`src/sv/bep_pkg.sv`:
```
// ----------------------------------------------------------------------------
// Bus event packetizer package
// Beat types, opcodes, header flags and the command passed from front to back.
// ----------------------------------------------------------------------------
package bep_pkg;

  localparam int unsigned MAX_EVENTS = 16;
  // Event count field of the command, sized for the largest packet supported.
  localparam int unsigned CNT_W      = 6;
  localparam int unsigned CMD_DEPTH  = 2;
  localparam int unsigned EVT_W      = 16;

  localparam logic [1:0] OP_APPEND  = 2'd0;
  localparam logic [1:0] OP_MARK    = 2'd1;
  localparam logic [1:0] OP_DISCARD = 2'd2;

  localparam logic REG_CHANNEL = 1'b0;
  localparam logic REG_STOP    = 1'b1;

  localparam logic KIND_HEADER = 1'b0;
  localparam logic KIND_EVENT  = 1'b1;

  localparam logic [7:0] FLAG_CONTINUED = 8'h01;
  localparam logic [7:0] FLAG_END       = 8'h02;
  localparam logic [7:0] FLAG_OVERFLOW  = 8'h04;

  typedef struct packed {
    logic [1:0]  opcode;
    logic [7:0]  event_kind;
    logic [7:0]  event_data;
    logic [7:0]  mark_bits;
    logic [31:0] time_now;
    logic        sink_ready;
  } bep_in_t;

  typedef struct packed {
    logic        item_kind;
    logic        last;
    logic [31:0] seq_number;
    logic [7:0]  header_flags;
    logic [7:0]  channel_out;
    logic [4:0]  events_in_packet;
    logic [31:0] packet_time;
    logic [7:0]  out_event_kind;
    logic [7:0]  out_event_data;
  } bep_out_t;

  // One flush request: header fields plus the buffer bank holding the events.
  typedef struct packed {
    logic             bank;
    logic [31:0]      seq;
    logic [7:0]       flags;
    logic [7:0]       channel;
    logic [CNT_W-1:0] count;
    logic [31:0]      stamp;
  } bep_cmd_t;

  // Back end hands a bank back once its last payload beat has gone out.
  typedef struct packed {
    logic valid;
    logic bank;
  } bep_release_t;

  function automatic int unsigned bep_idx_w(input int unsigned n);
    return (n > 1) ? $clog2(n) : 1;
  endfunction

endpackage

```
`src/sv/bus_event_packetizer_core.sv`:
```
// ----------------------------------------------------------------------------
// Bus event packetizer core
// Packs decoded bus events into sequenced, time-stamped packets of at most
// MaxEvents events, one header beat followed by one beat per event.
// ----------------------------------------------------------------------------
//
//  Channel  Direction  Handshake              Beat
//  in       sink       in_valid_i/in_ready_o  bep_in_t: opcode, event, marks, time
//  out      source     out_valid_o/out_ready_i bep_out_t: header or payload event
//  cfg      sink       cfg_we_i (no stall)    cfg_idx_i selects channel/stop code
//
//  Mark, discard and unused opcodes leave the front end idle and ready.
//  An append passes the write state, and a push state too when it flushes
//  (neither when the sink refuses a full packet), and may wait there for a
//  free buffer bank or a free slot in the two-entry command queue.
//  The back end passes a read state before each payload beat: the event
//  buffer RAM has a registered read, one read per beat.
//  Reset clears all control state; buffer contents are not cleared and never
//  read before being written.
//  Either side stalls on its own: a slow sink holds the back end only, and
//  the front end keeps taking beats until it needs a bank still being sent.
//
module bus_event_packetizer_core import bep_pkg::*; #(
  parameter int unsigned MaxEvents = MAX_EVENTS
) (
  input  logic       clk_i,
  input  logic       rst_ni,
  input  logic       in_valid_i,
  output logic       in_ready_o,
  input  bep_in_t    in_item_i,
  output logic       out_valid_o,
  input  logic       out_ready_i,
  output bep_out_t   out_item_o,
  input  logic       cfg_we_i,
  input  logic       cfg_idx_i,
  input  logic [7:0] cfg_wdata_i
);

  // Two banks of event storage: one filling while the other drains.
  localparam int unsigned IdxW  = bep_idx_w(MaxEvents);
  localparam int unsigned AddrW = IdxW + 1;
  localparam int unsigned Depth = 2 ** AddrW;

  bep_cmd_t         cmd_push_data, cmd_head;
  logic             cmd_push, cmd_full, cmd_valid, cmd_pop;
  bep_release_t     rel;
  logic             ram_we, ram_re;
  logic [AddrW-1:0] ram_waddr, ram_raddr;
  logic [EVT_W-1:0] ram_wdata, ram_rdata;

  // Front end: classifies beats, tracks the open packet, fills the buffer.
  bep_front #(.MaxEvents(MaxEvents)) u_front (
    .clk_i       (clk_i),
    .rst_ni      (rst_ni),
    .in_valid_i  (in_valid_i),
    .in_ready_o  (in_ready_o),
    .in_item_i   (in_item_i),
    .cfg_we_i    (cfg_we_i),
    .cfg_idx_i   (cfg_idx_i),
    .cfg_wdata_i (cfg_wdata_i),
    .cmd_push_o  (cmd_push),
    .cmd_o       (cmd_push_data),
    .cmd_full_i  (cmd_full),
    .rel_i       (rel),
    .ram_we_o    (ram_we),
    .ram_waddr_o (ram_waddr),
    .ram_wdata_o (ram_wdata)
  );

  // Flush commands: at most two outstanding, one per bank.
  bep_cmd_fifo u_cmd_fifo (
    .clk_i   (clk_i),
    .rst_ni  (rst_ni),
    .push_i  (cmd_push),
    .cmd_i   (cmd_push_data),
    .full_o  (cmd_full),
    .pop_i   (cmd_pop),
    .valid_o (cmd_valid),
    .cmd_o   (cmd_head)
  );

  bep_ram #(.Width(EVT_W), .Depth(Depth)) u_evt_ram (
    .clk_i   (clk_i),
    .we_i    (ram_we),
    .waddr_i (ram_waddr),
    .wdata_i (ram_wdata),
    .re_i    (ram_re),
    .raddr_i (ram_raddr),
    .rdata_o (ram_rdata)
  );

  // Back end: header then payload beats through a registered output stage.
  bep_back #(.MaxEvents(MaxEvents)) u_back (
    .clk_i       (clk_i),
    .rst_ni      (rst_ni),
    .cmd_valid_i (cmd_valid),
    .cmd_i       (cmd_head),
    .cmd_pop_o   (cmd_pop),
    .rel_o       (rel),
    .ram_re_o    (ram_re),
    .ram_raddr_o (ram_raddr),
    .ram_rdata_i (ram_rdata),
    .out_valid_o (out_valid_o),
    .out_ready_i (out_ready_i),
    .out_item_o  (out_item_o)
  );

endmodule

```
`src/sv/bep_ram.sv`:
```
// ----------------------------------------------------------------------------
// Generic RAM
// One write port, one read port, registered read data.
// ----------------------------------------------------------------------------
module bep_ram #(
  parameter int unsigned Width = 16,
  parameter int unsigned Depth = 32
) (
  input  logic                     clk_i,
  input  logic                     we_i,
  input  logic [$clog2(Depth)-1:0] waddr_i,
  input  logic [Width-1:0]         wdata_i,
  input  logic                     re_i,
  input  logic [$clog2(Depth)-1:0] raddr_i,
  output logic [Width-1:0]         rdata_o
);

  logic [Width-1:0] mem_q [Depth];
  logic [Width-1:0] rdata_q;

  always_ff @(posedge clk_i) begin
    if (we_i) begin
      mem_q[waddr_i] <= wdata_i;
    end
    if (re_i) begin
      rdata_q <= mem_q[raddr_i];
    end
  end

  assign rdata_o = rdata_q;

endmodule

```
`src/sv/bep_cmd_fifo.sv`:
```
// ----------------------------------------------------------------------------
// Bus event packetizer command queue
// Short queue of flush commands between front and back end.
// ----------------------------------------------------------------------------
module bep_cmd_fifo import bep_pkg::*; (
  input  logic     clk_i,
  input  logic     rst_ni,
  input  logic     push_i,
  input  bep_cmd_t cmd_i,
  output logic     full_o,
  input  logic     pop_i,
  output logic     valid_o,
  output bep_cmd_t cmd_o
);

  localparam int unsigned PtrW = (CMD_DEPTH > 1) ? $clog2(CMD_DEPTH) : 1;
  localparam int unsigned CntW = $clog2(CMD_DEPTH + 1);

  bep_cmd_t          mem_q [CMD_DEPTH];
  logic [PtrW-1:0]   wptr_q, rptr_q;
  logic [CntW-1:0]   cnt_q;
  logic              do_push, do_pop;

  assign full_o  = (cnt_q == CntW'(CMD_DEPTH));
  assign valid_o = (cnt_q != '0);
  assign do_push = push_i && !full_o;
  assign do_pop  = pop_i && valid_o;
  assign cmd_o   = mem_q[rptr_q];

  always_ff @(posedge clk_i) begin
    if (do_push) begin
      mem_q[wptr_q] <= cmd_i;
    end
  end

  always_ff @(posedge clk_i or negedge rst_ni) begin
    if (!rst_ni) begin
      wptr_q <= '0;
      rptr_q <= '0;
      cnt_q  <= '0;
    end else begin
      if (do_push) begin
        wptr_q <= (wptr_q == PtrW'(CMD_DEPTH - 1)) ? '0 : wptr_q + PtrW'(1);
      end
      if (do_pop) begin
        rptr_q <= (rptr_q == PtrW'(CMD_DEPTH - 1)) ? '0 : rptr_q + PtrW'(1);
      end
      case ({do_push, do_pop})
        2'b10:   cnt_q <= cnt_q + CntW'(1);
        2'b01:   cnt_q <= cnt_q - CntW'(1);
        default: cnt_q <= cnt_q;
      endcase
    end
  end

endmodule

```
`src/sv/bep_front.sv`:
```
// ----------------------------------------------------------------------------
// Bus event packetizer front end
// Takes input beats, keeps the open-packet state, stores events in the
// buffer bank and queues flush commands.
// ----------------------------------------------------------------------------
module bep_front import bep_pkg::*; #(
  parameter int unsigned MaxEvents = MAX_EVENTS
) (
  input  logic                           clk_i,
  input  logic                           rst_ni,
  input  logic                           in_valid_i,
  output logic                           in_ready_o,
  input  bep_in_t                        in_item_i,
  input  logic                           cfg_we_i,
  input  logic                           cfg_idx_i,
  input  logic [7:0]                     cfg_wdata_i,
  output logic                           cmd_push_o,
  output bep_cmd_t                       cmd_o,
  input  logic                           cmd_full_i,
  input  bep_release_t                   rel_i,
  output logic                           ram_we_o,
  output logic [bep_idx_w(MaxEvents):0]  ram_waddr_o,
  output logic [EVT_W-1:0]               ram_wdata_o
);

  localparam int unsigned IdxW  = bep_idx_w(MaxEvents);
  localparam int unsigned FillW = $clog2(MaxEvents + 1);

  typedef enum logic [1:0] {F_IDLE, F_PUSHF, F_WR, F_PUSHE} state_e;

  state_e           state_q;
  bep_in_t          item_q;
  logic [7:0]       channel_q, stop_q;
  logic             open_q, split_q, bank_q;
  logic [FillW-1:0] fill_q;
  logic [7:0]       pending_q, flags_q, chan_q;
  logic [31:0]      seq_q, time_q;
  logic [1:0]       busy_q;
  logic             push, write_ok;

  assign in_ready_o = (state_q == F_IDLE);
  assign cmd_push_o = (state_q == F_PUSHF) || (state_q == F_PUSHE);
  assign push       = cmd_push_o && !cmd_full_i;
  assign write_ok   = (state_q == F_WR) && !busy_q[bank_q];

  assign cmd_o.bank    = bank_q;
  assign cmd_o.seq     = seq_q;
  assign cmd_o.flags   = flags_q;
  assign cmd_o.channel = chan_q;
  assign cmd_o.count   = CNT_W'(fill_q);
  assign cmd_o.stamp   = time_q;

  assign ram_we_o    = write_ok;
  assign ram_waddr_o = {bank_q, fill_q[IdxW-1:0]};
  assign ram_wdata_o = {item_q.event_kind, item_q.event_data};

  always_ff @(posedge clk_i) begin
    if (in_valid_i && in_ready_o) begin
      item_q <= in_item_i;
    end
  end

  // A bank is held from its flush command until the back end has read it out.
  always_ff @(posedge clk_i or negedge rst_ni) begin
    if (!rst_ni) begin
      busy_q <= '0;
    end else begin
      for (int b = 0; b < 2; b++) begin
        busy_q[b] <= (busy_q[b] && !(rel_i.valid && (rel_i.bank == 1'(b))))
                     || (push && (bank_q == 1'(b)));
      end
    end
  end

  always_ff @(posedge clk_i or negedge rst_ni) begin
    if (!rst_ni) begin
      state_q   <= F_IDLE;
      channel_q <= '0;
      stop_q    <= '0;
      open_q    <= 1'b0;
      split_q   <= 1'b0;
      bank_q    <= 1'b0;
      fill_q    <= '0;
      pending_q <= '0;
      flags_q   <= '0;
      chan_q    <= '0;
      seq_q     <= '0;
      time_q    <= '0;
    end else begin
      if (cfg_we_i) begin
        case (cfg_idx_i)
          REG_CHANNEL: channel_q <= cfg_wdata_i;
          REG_STOP:    stop_q    <= cfg_wdata_i;
          default:     ;
        endcase
      end
      case (state_q)
        F_IDLE: begin
          if (in_valid_i) begin
            case (in_item_i.opcode)
              OP_MARK: pending_q <= pending_q | in_item_i.mark_bits;
              OP_DISCARD: begin
                split_q <= 1'b0;
                open_q  <= 1'b0;
                fill_q  <= '0;
              end
              OP_APPEND: begin
                if (!open_q) begin
                  // open a fresh packet
                  seq_q     <= seq_q + 32'd1;
                  time_q    <= in_item_i.time_now;
                  chan_q    <= channel_q;
                  flags_q   <= pending_q | (split_q ? FLAG_CONTINUED : 8'h00);
                  pending_q <= '0;
                  open_q    <= 1'b1;
                  state_q   <= F_WR;
                end else if (fill_q == FillW'(MaxEvents)) begin
                  if (in_item_i.sink_ready) begin
                    state_q <= F_PUSHF;
                  end else begin
                    // sink refused: packet and event are lost
                    split_q   <= 1'b0;
                    open_q    <= 1'b0;
                    fill_q    <= '0;
                    pending_q <= pending_q | FLAG_OVERFLOW;
                  end
                end else begin
                  state_q <= F_WR;
                end
              end
              default: ;
            endcase
          end
        end
        F_PUSHF: begin
          if (push) begin
            // full packet goes out, continuation opens in the other bank
            bank_q    <= ~bank_q;
            fill_q    <= '0;
            split_q   <= 1'b1;
            seq_q     <= seq_q + 32'd1;
            time_q    <= item_q.time_now;
            chan_q    <= channel_q;
            flags_q   <= pending_q | FLAG_CONTINUED;
            pending_q <= '0;
            state_q   <= F_WR;
          end
        end
        F_WR: begin
          if (write_ok) begin
            if (item_q.event_kind == stop_q) begin
              if (item_q.sink_ready) begin
                fill_q  <= fill_q + FillW'(1);
                flags_q <= flags_q | FLAG_END;
                state_q <= F_PUSHE;
              end else begin
                split_q   <= 1'b0;
                open_q    <= 1'b0;
                fill_q    <= '0;
                pending_q <= pending_q | FLAG_OVERFLOW;
                state_q   <= F_IDLE;
              end
            end else begin
              fill_q  <= fill_q + FillW'(1);
              state_q <= F_IDLE;
            end
          end
        end
        F_PUSHE: begin
          if (push) begin
            bank_q  <= ~bank_q;
            open_q  <= 1'b0;
            fill_q  <= '0;
            split_q <= 1'b0;
            state_q <= F_IDLE;
          end
        end
        default: state_q <= F_IDLE;
      endcase
    end
  end

endmodule

```
`src/sv/bep_back.sv`:
```
// ----------------------------------------------------------------------------
// Bus event packetizer back end
// Turns one flush command into a header beat and one payload beat per event.
// ----------------------------------------------------------------------------
module bep_back import bep_pkg::*; #(
  parameter int unsigned MaxEvents = MAX_EVENTS
) (
  input  logic                          clk_i,
  input  logic                          rst_ni,
  input  logic                          cmd_valid_i,
  input  bep_cmd_t                      cmd_i,
  output logic                          cmd_pop_o,
  output bep_release_t                  rel_o,
  output logic                          ram_re_o,
  output logic [bep_idx_w(MaxEvents):0] ram_raddr_o,
  input  logic [EVT_W-1:0]              ram_rdata_i,
  output logic                          out_valid_o,
  input  logic                          out_ready_i,
  output bep_out_t                      out_item_o
);

  localparam int unsigned IdxW = bep_idx_w(MaxEvents);

  typedef enum logic [1:0] {B_IDLE, B_HDR, B_RD, B_PAY} state_e;

  state_e          state_q;
  bep_out_t        out_q;
  logic            out_valid_q;
  logic [IdxW-1:0] idx_q, idx_nxt;
  logic            done;

  assign done        = (state_q == B_PAY) && out_ready_i && out_q.last;
  assign cmd_pop_o   = done;
  assign rel_o.valid = done;
  assign rel_o.bank  = cmd_i.bank;

  assign idx_nxt     = (state_q == B_HDR) ? '0 : idx_q + IdxW'(1);
  assign ram_re_o    = out_ready_i && ((state_q == B_HDR)
                                       || ((state_q == B_PAY) && !out_q.last));
  assign ram_raddr_o = {cmd_i.bank, idx_nxt};

  assign out_valid_o = out_valid_q;
  assign out_item_o  = out_q;

  always_ff @(posedge clk_i or negedge rst_ni) begin
    if (!rst_ni) begin
      state_q     <= B_IDLE;
      out_valid_q <= 1'b0;
      out_q       <= '0;
      idx_q       <= '0;
    end else begin
      case (state_q)
        B_IDLE: begin
          if (cmd_valid_i) begin
            out_q.item_kind        <= KIND_HEADER;
            out_q.last             <= (cmd_i.count == '0);
            out_q.seq_number       <= cmd_i.seq;
            out_q.header_flags     <= cmd_i.flags;
            out_q.channel_out      <= cmd_i.channel;
            out_q.events_in_packet <= cmd_i.count[4:0];
            out_q.packet_time      <= cmd_i.stamp;
            out_q.out_event_kind   <= '0;
            out_q.out_event_data   <= '0;
            out_valid_q            <= 1'b1;
            state_q                <= B_HDR;
          end
        end
        B_HDR: begin
          if (out_ready_i) begin
            out_valid_q <= 1'b0;
            idx_q       <= idx_nxt;
            state_q     <= B_RD;
          end
        end
        B_RD: begin
          // read data for idx_q is on the RAM output now
          out_q.item_kind      <= KIND_EVENT;
          out_q.last           <= (CNT_W'(idx_q) + CNT_W'(1) == cmd_i.count);
          out_q.out_event_kind <= ram_rdata_i[15:8];
          out_q.out_event_data <= ram_rdata_i[7:0];
          out_valid_q          <= 1'b1;
          state_q              <= B_PAY;
        end
        B_PAY: begin
          if (out_ready_i) begin
            out_valid_q <= 1'b0;
            if (out_q.last) begin
              state_q <= B_IDLE;
            end else begin
              idx_q   <= idx_nxt;
              state_q <= B_RD;
            end
          end
        end
        default: state_q <= B_IDLE;
      endcase
    end
  end

endmodule

```
`config.mk`:
```
export PLATFORM = sky130hd
export DESIGN_NAME = bus_event_packetizer_core
export DESIGN_NICKNAME = d
export VERILOG_FILES = /design/src/sv/bep_pkg.sv /design/src/sv/bus_event_packetizer_core.sv /design/src/sv/bep_ram.sv /design/src/sv/bep_cmd_fifo.sv /design/src/sv/bep_front.sv /design/src/sv/bep_back.sv
export SDC_FILE = /design/constraint.sdc
export NUM_CORES = 1
export LEC_CHECK = 0
export BUFFER_PORTS_ARGS = -buffer_cell sky130_fd_sc_hd__buf_2
export CORE_MARGIN = 1.5
export CORE_UTILIZATION = 50
export CTS_BUF_LIST = sky130_fd_sc_hd__clkbuf_4
export CTS_CLUSTER_SIZE = 12
export DETAILED_ROUTE_END_ITERATION = 10
export PLACE_DENSITY = 0.68
export SYNTH_ARGS = -nofsm -noshare
export SYNTH_HDL_FRONTEND = slang
export SYNTH_HIERARCHICAL = 1
export SYNTH_SLANG_ARGS = --single-unit
```
`constraint.sdc`:
```
create_clock -name clk_i -period 5.2 [get_ports clk_i]
set_input_delay 0.52 -clock clk_i [delete_from_list [all_inputs] [get_ports clk_i]]
set_output_delay 0.52 -clock clk_i [all_outputs]
set_load 0.005 [all_outputs]
```
Word-level counts from Yosys, hierarchy flattened:

Memories as Yosys holds them, arrays and structs flattened. A register that Yosys moved wholly into a read port is not among the register bits.
Index checks and enable logic that the tools add are counted.

* magnitude comparators: 1
* bitwise operators: 6
* reductions and logical operators: 53
* multiplexer cells: 97
* add/sub/neg operators: 8
* equality and inequality tests: 38

Operator list (number)
* 32-bit two-way mux: 8
* 8-bit two-way mux: 16
* 32-bit one-hot mux with 2 select lines: 2
* 103-bit two-way mux: 1
* 8-bit one-hot mux with 3 select lines: 2
* 5-bit two-way mux: 8
* 32-bit by 1-bit adder with 32-bit output, second input constant: 1
* 16-bit one-hot mux with 2 select lines: 1
* 8-bit one-hot mux with 2 select lines: 2
* 2-bit two-way mux: 15
* 1-bit two-way mux: 24
* 2-bit != test, second input constant: 10
* 3-bit != test, second input constant: 6
* 6-bit AND reduction: 3
* 4-bit two-way mux: 4
* 8-bit bitwise OR: 2
* 2-bit one-hot mux with 4 select lines: 2
* 5-bit one-hot mux with 3 select lines: 1
* 2-bit equality test, second input constant: 7
* 1-bit logical AND: 14
* 7-bit AND reduction: 2
* 4-bit != test, second input constant: 3
* 2-bit AND reduction: 6
* 2-bit by 1-bit != test with 1-bit output, second input constant: 5
* other kinds (32): 58

* bits in writable memories: 684
* output and inout port bits: 105
* memories: 2
* input port bits: 73
* register bits: 279

Memory list
* u_evt_ram.mem_q: depth 32, bits a word 16, read ports 1, clocked after Yosys merged registers in 1, write ports 1, line bep_ram.sv:18 `logic [Width-1:0] mem_q [Depth];`
* u_cmd_fifo.mem_q: depth 2, bits a word 86, read ports 1, clocked after Yosys merged registers in 0, write ports 1, line bep_cmd_fifo.sv:19 `bep_cmd_t mem_q [CMD_DEPTH];`

Logic depth before layout (Yosys ltp):

Gate-level depths: netlist of the first run.

* depth after elaboration: 7
* gate-level depth with buffers: 11

Cells and area by module:

The synthesis of the first run kept the hierarchy.

By module, submodules not included
* bep_ram: times used 1, area each 20694.8 um^2, sequential area each 15855.2 um^2, cells each 1143
* bep_front: times used 1, area each 7058.0 um^2, sequential area each 4374.2 um^2, cells each 570
* bep_cmd_fifo: times used 1, area each 6551.3 um^2, sequential area each 5325.1 um^2, cells each 289
* bep_back: times used 1, area each 4344.2 um^2, sequential area each 2752.6 um^2, cells each 311

Worst setup path after synthesis of the first run:

Ideal clock, no wire load.

* kind: register to register
* start: reg u_front.state_q[1]
* end: mem u_cmd_fifo/mem_q[0][0] (netlist bit), enable pin
* library setup time: 0.533 ns
* data arrival time: 4.907 ns
* clock period less this slack: 5.440 ns
* path slack: -0.240 ns
* required time: 4.667 ns
* path buffers: 1
* stages on the path, launching flop included: 8
* cell sequence: dfrtp_1 -> inv_1 -> ha_1 -> buf_1 -> nor2_1 -> inv_1 -> nand2_1 -> nor2_1

* word-level cells in the longest chain between the ends: 5
* elaborated cells between the ends (all ways): 6
* those cells by class: eq/ne (2); mux (2); reduce/logical (2)

RTL lines
* start: declaration: line bep_front.sv:31 `state_e state_q;`
* start signal: assignment: line bep_front.sv:77 `state_q <= F_IDLE;`
* start signal: assignment: line bep_front.sv:116 `state_q <= F_WR;`
* start signal: assignment: line bep_front.sv:119 `state_q <= F_PUSHF;`
* 2-bit by 1-bit equality test with 1-bit output / 2-bit equality test (equally long branches): line bep_front.sv:42 `assign cmd_push_o = (state_q == F_PUSHF) || (state_q == F_PUSHE);`
* 1-bit logical OR *: line bep_front.sv:42
* named net cmd_push: line bus_event_packetizer_core.sv:45 `logic cmd_push, cmd_full, cmd_valid, cmd_pop;`
* 1-bit logical AND *: line bep_cmd_fifo.sv:26 `assign do_push = push_i && !full_o;`
* 1-bit two-way mux *: line bep_cmd_fifo.sv:31 `if (do_push) begin`
* 1-bit two-way mux (not written as such) *: line bep_cmd_fifo.sv:32 `mem_q[wptr_q] <= cmd_i;`
* end: declaration: line bep_cmd_fifo.sv:19

The timed path passes the listed nets; every way through them passes the cells marked *.

Worst setup path in the final report of the first run:

* start: reg u_front.state_q[0]
* end: mem u_evt_ram.mem_q[0][15], enable pin

* word-level cells in the longest chain between the ends: 4

RTL lines
* 2-bit equality test: line bep_front.sv:44 `assign write_ok = (state_q == F_WR) && !busy_q[bank_q];`
* 1-bit logical AND: line bep_front.sv:44
* named net ram_we: line bus_event_packetizer_core.sv:47 `logic ram_we, ram_re;`
* 1-bit two-way mux: line bep_ram.sv:22 `if (we_i) begin`
* 1-bit two-way mux (not written as such): line bep_ram.sv:23 `mem_q[waddr_i] <= wdata_i;`
* end: declaration: line bep_ram.sv:18

The timed path passes the listed nets, and every way through them passes these cells.

==> results of run 1 <==
==> through the flow <==
stage	total power, W	setup slack, ns	cells	util [%]	cell area (um^2)
2_1_floorplan	0.0166	1.22	2313	-	38700
3_3_place_gp	0.0187	1.68	3445	53.1	40400
3_5_place_dp	0.0189	1.57	3445	53.1	40400
4_1_cts	0.0254	1.53	3956	58.2	44400
5_1_grt	0.0265	1.42	3958	58.3	44400
6_report	0.0252	1.58	3958	58.3	44400
==> kinds of logic (layout without fill, tap and decap cells) <==
logic type | count (synthesis) | after routing | synth area share, %
mux | 492 | 492 | 13.6
buf+inv | 153 | 767 | 2.65
simple gates | 372 | 372 | 4.74
flops | 981 | 981 | 73.2
xor+xnor | 51 | 51 | 1.16
compound gates | 253 | 253 | 4.28
fa+ha+maj | 10 | 10 | 0.324
other cells | 1 | 2 | 0.00970
==> layout make-up <==
class	instances	area (um^2)
multi-input cells	1179	9380
clock inverters	72	447
well taps	1030	1290
diodes	1	2.50
flip-flops and latches	981	28300
inverters	16	60.1
clock buffers	362	2720
repair buffers	317	2190
fillers	5857	31800
==> metal layers <==
metal  vias up  GRT usage [%]
met4         0           11.4
met1     10900           27.5
met3       169           5.15
met2       836           38.7
met5         -              0
li1       9837              -
==> worst paths after layout <==
| kind | startpoint | endpoint | slack [ns] | cells past startpoint |
|---|---|---|---|---|
| worst max register to register | u_front/state_q[0] | u_evt_ram/mem_q[0][15] | 1.58 | 5 |
| worst min register to register | u_front/chan_q[6] | u_cmd_fifo/mem_q[0][44] | 0.45 | 0 |
| worst min-delay path | rst_ni | u_back/out_item_o[86] | 0.06 | 2 |
| min in group clk_i | cfg_we_i | u_front/channel_q[3] | 0.15 | 3 |
| worst max-delay path | u_front/state_q[0] | u_evt_ram/mem_q[0][15] | 1.58 | 5 |
| max in group asynchronous | rst_ni | u_cmd_fifo/rptr_q | 3.90 | 3 |
==> power groups by stage <==
stage	sequential [W]	clock (W)	combinational [W]
after global routing	0.0111	0.00691	0.00849
after global placement	0.0111	0	0.00766
after detailed placement	0.0112	0	0.00779
after CTS	0.0110	0.00651	0.00790
final	0.0110	0.00633	0.00795
after floorplan	0.0109	0	0.00567
==> timing repair <==
action / CTS / global route
hold buffers: 77 / 0
buffers inserted: 0 / 0
endpoints found under the hold margin: 224 / 0
resized for setup: 0 / 0
==> placed cells by master, fill, tap and decap left out, drive strengths merged, types with 10 or more instances in the layout <==
master,Yosys,final
a22o,34,34
dfrtp,230,230
nor3,24,24
clkinv,0,59
xnor2,40,40
xor2,11,11
a31oi,19,19
o21ai,68,68
mux2i,290,290
nand2,134,134
ha,10,10
buf,104,240
edfxtp,751,751
nor2,63,63
inv,16,21
clkbuf,33,362
a22oi,64,64
nand4,27,27
mux2,202,202
a21oi,47,47
dlygate4sd3,0,77
nand3,61,61
nor2b,10,10
==> registers in the layout (all words and copies together) (netlist names), 4 cells and up <==
| name | cells |
|---|---|
| u_front/ram_wdata_o | 16 |
| u_front/pending_q | 8 |
| u_front/fill_q | 5 |
| u_back/idx_q | 4 |
| u_front/chan_q | 8 |
| u_front/seq_q | 32 |
| u_front/flags_q | 8 |
| u_front/item_q | 33 |
| u_cmd_fifo/mem_q | 174 |
| u_front/time_q | 32 |
| u_evt_ram/mem_q | 512 |
| u_front/channel_q | 8 |
| u_front/stop_q | 8 |
| u_evt_ram/rdata_o | 16 |
| u_back/out_item_o | 103 |
==> worst register-to-register path: stages, from the launching register on <==
cell	delay, ns
dfrtp_1	0.42
inv_1	0.12
ha_1	0.58
and2_1	0.30
or3b_2	0.71
nor2_1	1.10
==> flow_metrics.tcl, run 1 <==
set metrics [dict create \
    run_status "completed" \
    clock_sinks 981 \
    antenna_found_initial 1 \
    worst-slew-pin-transition_ns 1.33 \
    gr-usage-all-layers_pct 22.9 \
    critical_path_required_ns 5.84 \
    dr_total_vias 21700 \
    io_buffers 177 \
    detailroute.wirelength.met3_um 5770 \
    avgSynthCellArea_um2 16.7 \
    die_height_um 281 \
    rsz_0062_raised_after_global_routing "no" \
    routedWlPerCell_um 22.5 \
    globalRoute.totalOverflow 0 \
    timing.hold.worst.class "in -> async" \
    timing.hold.ws_ns 0.0571 \
    power.share.sequential_pct 43.5 \
    synthesis.yosys.warnings 6 \
    fp.dieArea_um2 79000 \
    die_w_um 281 \
    finalNetCount 2811 \
    setup.worst_path.start_class "flop" \
    report.final.hold_viol_count 0 \
    skew_ns 0.0543 \
    ys_seq_elements 981 \
    ys_types 66 \
    ios 178 \
    period_share_pct 69.6 \
    drv.max_cap_violation_count 0 \
    tritoncts.num_buffers 233 \
    synthCells 2313 \
    synth-edff-count 751 \
    max-clock-path-buffers 3 \
    design.core.area_um2 76200 \
    netlist_area_um2 38600 \
    setup_total_negative_slack_ns 0 \
    place_hpwl_um 56100 \
    cts-htree-levels 4 \
    postSynthNetCount 2396 \
    path_cells "inv_1 > ha_1 > and2_1 > or3b_2 > nor2_1" \
    viasPerCell 5.49 \
    critical_path.top_delay_family "simple AND/OR/NAND/NOR gates" \
    grt_pass1_vias 22300 \
    ir_worst_vdd_mv 0.379 \
    synth_top_cells_by_area "edfxtp_1 58%, dfrtp_1 15%, mux2i_1 7.5%" \
    clock.fmax_ghz 0.276 \
    power.combinational.fraction_pct 31.5 \
    routed_length_on_met2_um 45300 \
    yosysTopAreaCell "edfxtp_1" \
    slowest_stage "nor2_1" \
    crit_fanout 20 \
    clock_latency_ns 1.05 \
    finalCriticalPeriod_ns 3.62 \
    proportion_of_synthesized_flip_flops_having_asynchronous_set_or_reset_pct 23.4 \
    p_int_w 0.0167 \
    leakage_nw 16.9 \
    netlist.area_leader.share_pct 58.4 \
    floorplan.initialDensity_pct 50.7 \
    type_of_element_capturing_the_critical_path "flop" \
    powerDensity_nw_per_um2 569 \
    power_frac_clock_pct 25.1 \
    worst-endpoint-arrival_ns 4.26 \
    maxSlewHeadroom_pct 10.7 \
    critPathMaxStageDelay_ns 1.09 \
    routed_wl_um 89000 \
    finalMaxSlewViolations 0 \
    postRouteAntennaNets 0 \
    ys_top_cells_by_count "751 x edfxtp_1, 290 x mux2i_1, 230 x dfrtp_1, 182 x mux2_2, 134 x nand2_1" \
    dominantRegCellSynth "edfxtp_1" \
    maximum_number_of_pins_on_one_net_before_global_route_repair 140 \
    final_count_of_negative_setup_slack_endpoints 0 \
    power.share.switching_pct 33.8 \
    drc 0 \
    ys_seq_area_share_pct 73.2 \
    route.top_layer_used "met4" \
    crit_buf_inv 1 \
    synthToLayoutAreaGrowth_pct 14.9 \
    criticalPathCategory "reg -> reg" \
    library_cell_with_the_highest_instance_count_after_synthesis "edfxtp_1" \
    globalplace.congestion 0.938 \
    clock_tree_from_tritoncts "yes" \
    first_iter_violations 2014 \
    post_route_cells_drive_above_1_share_pct 29.4 \
    cell_row_count 101 \
    clock-root-buffer "clkbuf_4" \
    cts.reportedPaths.clkPinSlew_ns 0.06 \
    switching_power_w 0.00854 \
    global_route_wire_length_before_repair_um 133000 \
    wl_met1_um 34400 \
    detail_route.first_pass.iterations 6 \
]
(Power assumes the default switching activity.)
==> run 2, diff against run 1 <==
Settings changed: ABC_AREA set to 1, PLACE_DENSITY 0.68 to 0.67.
Clock period 5.2 ns to 3 ns, I/O delays scaled along.
==> flow_metrics.tcl, run 2 <==
set metrics [dict create \
    dominantRegCellSynth "edfxtp_1" \
    library_cell_with_the_highest_instance_count_after_synthesis "nand2_1" \
    first_iter_violations 2671 \
    detail_route.first_pass.iterations 7 \
    globalRoute.totalOverflow 0 \
    synth_top_cells_by_area "edfxtp_1 56%, nand2_1 15%, dfrtp_1 14%" \
    netlist_area_um2 40100 \
    postRouteAntennaNets 0 \
    cts-resized-gates 0 \
    routed_wl_um 103000 \
    routedWlPerCell_um 19.1 \
    grt_busiest_layer "met2" \
    floorplan.initialDensity_pct 50.6 \
    tritoncts.num_buffers 275 \
    antenna_found_initial 2 \
    final_cell_mix "1,581 x nand2_1, 751 x edfxtp_1, 437 x nand3_1, 412 x clkbuf_4, 229 x dfrtp_1" \
    post-place-ws_ns 0.313 \
    capture_point_of_the_worst_path "u_evt_ram/rdata_o[1]" \
    cts.reportedPaths.clkPinSlew_ns 0.08 \
    clock_tree_from_tritoncts "yes" \
    viasPerCell 5.31 \
    die_height_um 286 \
    critical_path.reg2reg.endpoint "u_evt_ram/rdata_o[1]" \
    period_share_pct 89.6 \
    leakage_nw 19.6 \
    final_count_of_negative_setup_slack_endpoints 0 \
    finalCriticalPeriod_ns 2.69 \
    critical_path.top_delay_family "buffers and inverters" \
    cts-htree-levels 5 \
    cell_row_count 103 \
    worst_r2r_path_depth 13 \
    layout.cells.non_filler 5372 \
    yosysTopAreaCell "edfxtp_1" \
    worst-endpoint-arrival_ns 3.58 \
    report.final.hold_viol_count 0 \
    timing.hold.ws_ns 0.0641 \
    synthesis.yosys.warnings 6 \
    max-clock-path-buffers 4 \
    synth-edff-count 751 \
    synthCells 3652 \
    critPathMaxStageDelay_ns 0.52 \
    maxSlewHeadroom_pct 35.0 \
    path_depth 13 \
    worst_slack_ns 0.313 \
    largest_register_ff_count 512 \
    ys_top_cells_by_count "1,581 x nand2_1, 751 x edfxtp_1, 437 x nand3_1, 230 x dfrtp_1, 143 x nor2_1" \
    drc 0 \
    placed_cells_incl_taps 4775 \
    die_w_um 286 \
    design.core.area_um2 79300 \
    grtUsageMet1_pct 35.2 \
    grtUsageMet3_pct 5.72 \
    clock.fmax_ghz 0.372 \
    grtUsageMet2_pct 39.8 \
    nFillCells 6450 \
    gr-usage-all-layers_pct 25.5 \
    finalNetCount 4220 \
    critical_path_required_ns 3.89 \
    maximum_number_of_pins_on_one_net_before_global_route_repair 104 \
    layout.cells.most_common "nand2_1" \
    run_status "completed" \
    path_common_cell "nand2_1" \
    type_of_element_capturing_the_critical_path "flop" \
    netlist.area_leader.share_pct 56.2 \
    post_route_cells_drive_above_1_share_pct 17.0 \
    timing.hold.worst.class "in -> reg" \
    postSynthNetCount 3735 \
    rrSetupSlack_ns 0.31 \
    setup_total_negative_slack_ns 0 \
    ir_worst_vdd_mv 0.736 \
    criticalPathCategory "reg -> reg" \
    slowest_stage "inv_2" \
    clock_latency_ns 1.10 \
    ys_types 40 \
    dr_total_vias 28500 \
    clock-root-buffer "clkbuf_4" \
    skew_ns 0.101 \
    proportion_of_synthesized_flip_flops_having_asynchronous_set_or_reset_pct 23.4 \
    worst-slew-pin-transition_ns 0.975 \
    r2r_start "u_back/idx_q[0]" \
    ys_seq_area_share_pct 70.5 \
    setup.worst_path.start_class "flop" \
    finalMaxSlewViolations 0 \
    powerDensity_nw_per_um2 1070 \
    global_route_wire_length_before_repair_um 160000 \
    path_cells "ha_1 > inv_1 > nand2_1 > nand2_1 > nor2_4 > inv_2 > buf_4 > nand3_1 > nand2_1 > nand2_1 > nand2_1 > nand2_1 > nand2_1" \
    crit_fanout 29 \
    crit_buf_inv 3 \
    grt_pass1_vias 28500 \
    synthToLayoutAreaGrowth_pct 16.5 \
    clock_sinks 981 \
    fp.dieArea_um2 82000 \
    drv.max_cap_violation_count 0 \
    regMostFlops "u_evt_ram/mem_q" \
    place_hpwl_um 60100 \
    ios 178 \
    ys_seq_elements 981 \
    rsz_0062_raised_after_global_routing "no" \
    avgSynthCellArea_um2 11.0 \
    globalplace.congestion 0.876 \
    setup.worst_path.start "u_back/idx_q[0]" \
    io_buffers 177 \
]
==> run 2: final cells by class <==
class,instances,area [um^2],share of cell area [%]
diodes,7,17.5,0.0375
clock buffers,412,3090,6.62
clock inverters,43,272,0.581
inverters,103,403,0.862
multi-input cells,2366,10100,21.7
flip-flops and latches,981,28300,60.6
well taps,1050,1310,2.81
repair buffers,410,3200,6.85
==> run 2: per-stage QoR <==
stage	power [W]	area [um^2]	util, %
global route	0.0532	46700	59.0
global placement	0.0378	42000	53.0
floorplan	0.0319	40200	-
detailed placement	0.0380	42000	53.0
finish	0.0499	46800	59.0
CTS	0.0501	46700	59.0
==> run 2: how the worst min path moves through the flow <==
stage / startpoint / endpoint / slack, ns / cells past startpoint
after detailed placement: rst_ni / u_back/out_item_o[87] / 0.24 / 1
after CTS: in_item_i[3] / u_front/time_q[2] / 0.005 / 4
after global routing: in_item_i[0] / u_front/item_q[0] / 0.004 / 2
final: in_item_i[10] / u_front/time_q[9] / 0.06 / 4
after floorplan: rst_ni / u_back/idx_q[0] / 0.004 / 0
after global placement: rst_ni / u_back/out_item_o[89] / 0.24 / 1
==> run 2: kinds of logic after synthesis <==
logic type,synth area share (%)
AO/OA/AOI/OAI,1.88
XOR/XNOR,0.545
adder cells (fa/ha/maj),0.312
buffers and inverters,4.32
flip-flops,70.5
multiplexers,0.0281
other,0.00934
AND/OR/NAND/NOR,22.4
==> run 2: metal layers <==
metal  routed length (um)  up-vias
li1                     -    13400
met1                43200    13700
met5                    0        -
met2                48300     1210
met3                 8880      193
met4                 2430        0
==> run 2: tightest hold or removal path: stages <==
cell and delay (ns):
dlygate4sd3_1 0.54, buf_2 0.13, nand2_1 0.05, a31oi_1 0.07
==> run 2: timing repair <==
action	4_1_cts	5_1_grt
hold buffers	135	0
buffers inserted	0	0
endpoints found under the hold margin	404	0
==> run 2: report_power, final <==
group,total [W],internal [W],switching (W)
Combinational,0.0188,0.00565,0.0132
Clock,0.0118,0.00656,0.00528
Sequential,0.0192,0.0178,0.00143
==> run 3, diff against run 2 <==
Settings changed: MAX_ROUTING_LAYER set to met4, SYNTH_HIERARCHICAL 1 to not set.
==> flow_metrics.tcl, run 3 <==
set metrics [dict create \
    worst_slack_ns 0.245 \
    viasPerCell 5.37 \
    timing.hold.worst.class "in -> reg" \
    routedWlPerCell_um 19.9 \
    synth_top_cells_by_area "edfxtp_1 56%, dfrtp_1 14%, nand2_1 9.5%" \
    max-clock-path-buffers 3 \
    cell_row_count 104 \
    netlist_area_um2 40500 \
    criticalPathCategory "reg -> reg" \
    maxSlewHeadroom_pct 21.3 \
    gr-usage-all-layers_pct 27.0 \
    yosysTopAreaCell "edfxtp_1" \
    fp.dieArea_um2 82800 \
    detailed_place.area_um2 42900 \
    nFillCells 6621 \
    detail_route.first_pass.iterations 6 \
    synthToLayoutAreaGrowth_pct 17.3 \
    routed_wl_um 108000 \
    proportion_of_synthesized_flip_flops_having_asynchronous_set_or_reset_pct 23.5 \
    run_status "completed" \
    skew_ns 0.0912 \
    avgSynthCellArea_um2 11.0 \
    cts.reportedPaths.clkPinSlew_ns 0.07 \
    final_count_of_negative_setup_slack_endpoints 0 \
    grt_pass1_vias 28000 \
    leakage_nw 19.7 \
    clock-root-buffer "clkbuf_4" \
    antenna_found_initial 1 \
    ys_seq_area_share_pct 69.7 \
    setup.worst_path.start_class "flop" \
    rsz_0062_raised_after_global_routing "no" \
    setup.worst_path.start "u_front.state_q[0]" \
    report.final.hold_viol_count 0 \
    regMostFlops "u_evt_ram.mem_q" \
    ir_worst_vdd_mv 0.710 \
    tritoncts.num_buffers 238 \
    finalCoreUtilization_pct 59.1 \
    finalCriticalPeriod_ns 2.75 \
    drc 0 \
    clock_sinks 979 \
    die_height_um 288 \
    synthCells 3685 \
    r2r_start "u_front.state_q[0]" \
    drv.max_cap_violation_count 0 \
    library_cell_with_the_highest_instance_count_after_synthesis "nand2_1" \
    period_share_pct 91.8 \
    maximum_number_of_pins_on_one_net_before_global_route_repair 110 \
    largest_register_ff_count 512 \
    ios 178 \
    cts_post_setup_buffers_inserted 0 \
    clock_tree_from_tritoncts "yes" \
    final_cell_mix "1,030 x nand2_1, 749 x edfxtp_1, 577 x nand3_1, 363 x clkbuf_4, 316 x inv_1" \
    timing.hold.ws_ns 0.193 \
    globalplace.congestion 0.909 \
    ys_seq_elements 979 \
    worst-endpoint-arrival_ns 3.76 \
    synthesis.yosys.warnings 0 \
    synth-edff-count 749 \
    postSynthNetCount 3770 \
    powerDensity_nw_per_um2 973 \
    critical_path_required_ns 4.01 \
    globalRoute.totalOverflow 0 \
    layout.cells.non_filler 5426 \
    design.core.area_um2 80400 \
    place_hpwl_um 65900 \
    die_w_um 288 \
    placed_cells_incl_taps 4835 \
    global_route_wire_length_before_repair_um 164000 \
    io_buffers 177 \
    post_route_cells_drive_above_1_share_pct 16.3 \
    layout.cells.most_common "nand2_1" \
    finish.instance_area_um2 47500 \
    clock_latency_ns 1.14 \
    type_of_element_capturing_the_critical_path "flop" \
    post-place-ws_ns 0.400 \
    first_iter_violations 3415 \
    dr_total_vias 29200 \
    ys_types 43 \
    dominantRegCellSynth "edfxtp_1" \
    hold_path.startpoint "out_ready_i" \
    worst-slew-pin-transition_ns 1.18 \
    cts-htree-levels 4 \
    crit_fanout 14 \
    finalMaxSlewViolations 0 \
    clock.fmax_ghz 0.363 \
    finalNetCount 4248 \
    postRouteAntennaNets 0 \
    floorplan.initialDensity_pct 50.4 \
    netlist.area_leader.share_pct 55.5 \
    ys_top_cells_by_count "1,030 x nand2_1, 749 x edfxtp_1, 577 x nand3_1, 318 x inv_1, 230 x dfrtp_1" \
]
[run 3: path summary, 6_finish.rpt]
path | cells past startpoint | endpoint | slack [ns]
setup / recovery | 10 | u_front.pending_q[6] | 0.25
hold / removal | 5 | u_back.out_valid_o | 0.19
setup reg to reg | 10 | u_front.pending_q[6] | 0.25
hold reg to reg | 0 | u_cmd_fifo.mem_q[1][20] | 0.46
max in group asynchronous | 4 | u_front.time_q[22] | 2.07
min in group asynchronous | 4 | u_front.seq_q[11] | 0.38
[run 3: final cells by class]
type / count / area [um^2] / area share [%]
antenna: 2 / 5.00 / 0.0105
clock buffer: 363 / 2730 / 5.73
clock inverter: 78 / 393 / 0.827
inverter: 330 / 1250 / 2.63
multi-input combinational: 2178 / 10100 / 21.3
sequential: 979 / 28300 / 59.4
tap: 1060 / 1330 / 2.79
timing repair buffer: 436 / 3480 / 7.32
[run 3: cells by family (layout without fill, tap and decap cells)]
| logic type | after synthesis | in the layout | synth area share [%] |
|---|---|---|---|
| buffers and inverters | 528 | 1207 | 5.50 |
| DFF | 979 | 979 | 69.7 |
| adders and majority gates | 12 | 12 | 0.370 |
| and+or+nand+nor | 1917 | 1917 | 20.4 |
| AOI/OAI and AO/OA | 213 | 213 | 3.26 |
| xor gates and xnor gates | 36 | 36 | 0.778 |
| other | 0 | 2 | 0 |
[run 3: repair_timing]
item                       CTS  global route
setup endpoints to repair    0             7
hold buffers               148             0
hold endpoints to repair   440             0
gates resized for setup      0             1
[run 3: power by group]
part	internal [W]	leakage (nW)	switching (W)	total (W)
Sequential	0.0178	9.53	0.00159	0.0194
Clock	0.00556	1.84	0.00542	0.0110
Combinational	0.00489	8.35	0.0110	0.0159
[run 3: critical path, stage by stage (launching register included)]
cell	delay, ns
dfrtp_1	0.43
inv_1	0.09
ha_1	0.34
inv_1	0.15
nor2_1	0.05
inv_1	0.13
nand3_1	0.13
nor3_4	0.40
o2111ai_1	0.21
dlygate4sd3_1	0.61
o21ai_0	0.08
[run 3: metal layers]
metal	part of all wire (%)	vias up	GRT usage (%)	routed length, um
met2	45	1379	39.0	49100
li1	-	13600	-	-
met3	10	165	7.69	10900
met1	43	14000	37.2	46000
met4	2.1	0	8.30	2220
met5	0	-	-	0
[run 3: per-stage QoR]
stage	TNS [ns]	power (W)
5_1_grt	0	0.0490
4_1_cts	0	0.0463
6_report	0	0.0462
3_5_place_dp	0	0.0351
2_1_floorplan	-114.91	0.0293
3_3_place_gp	0	0.0349
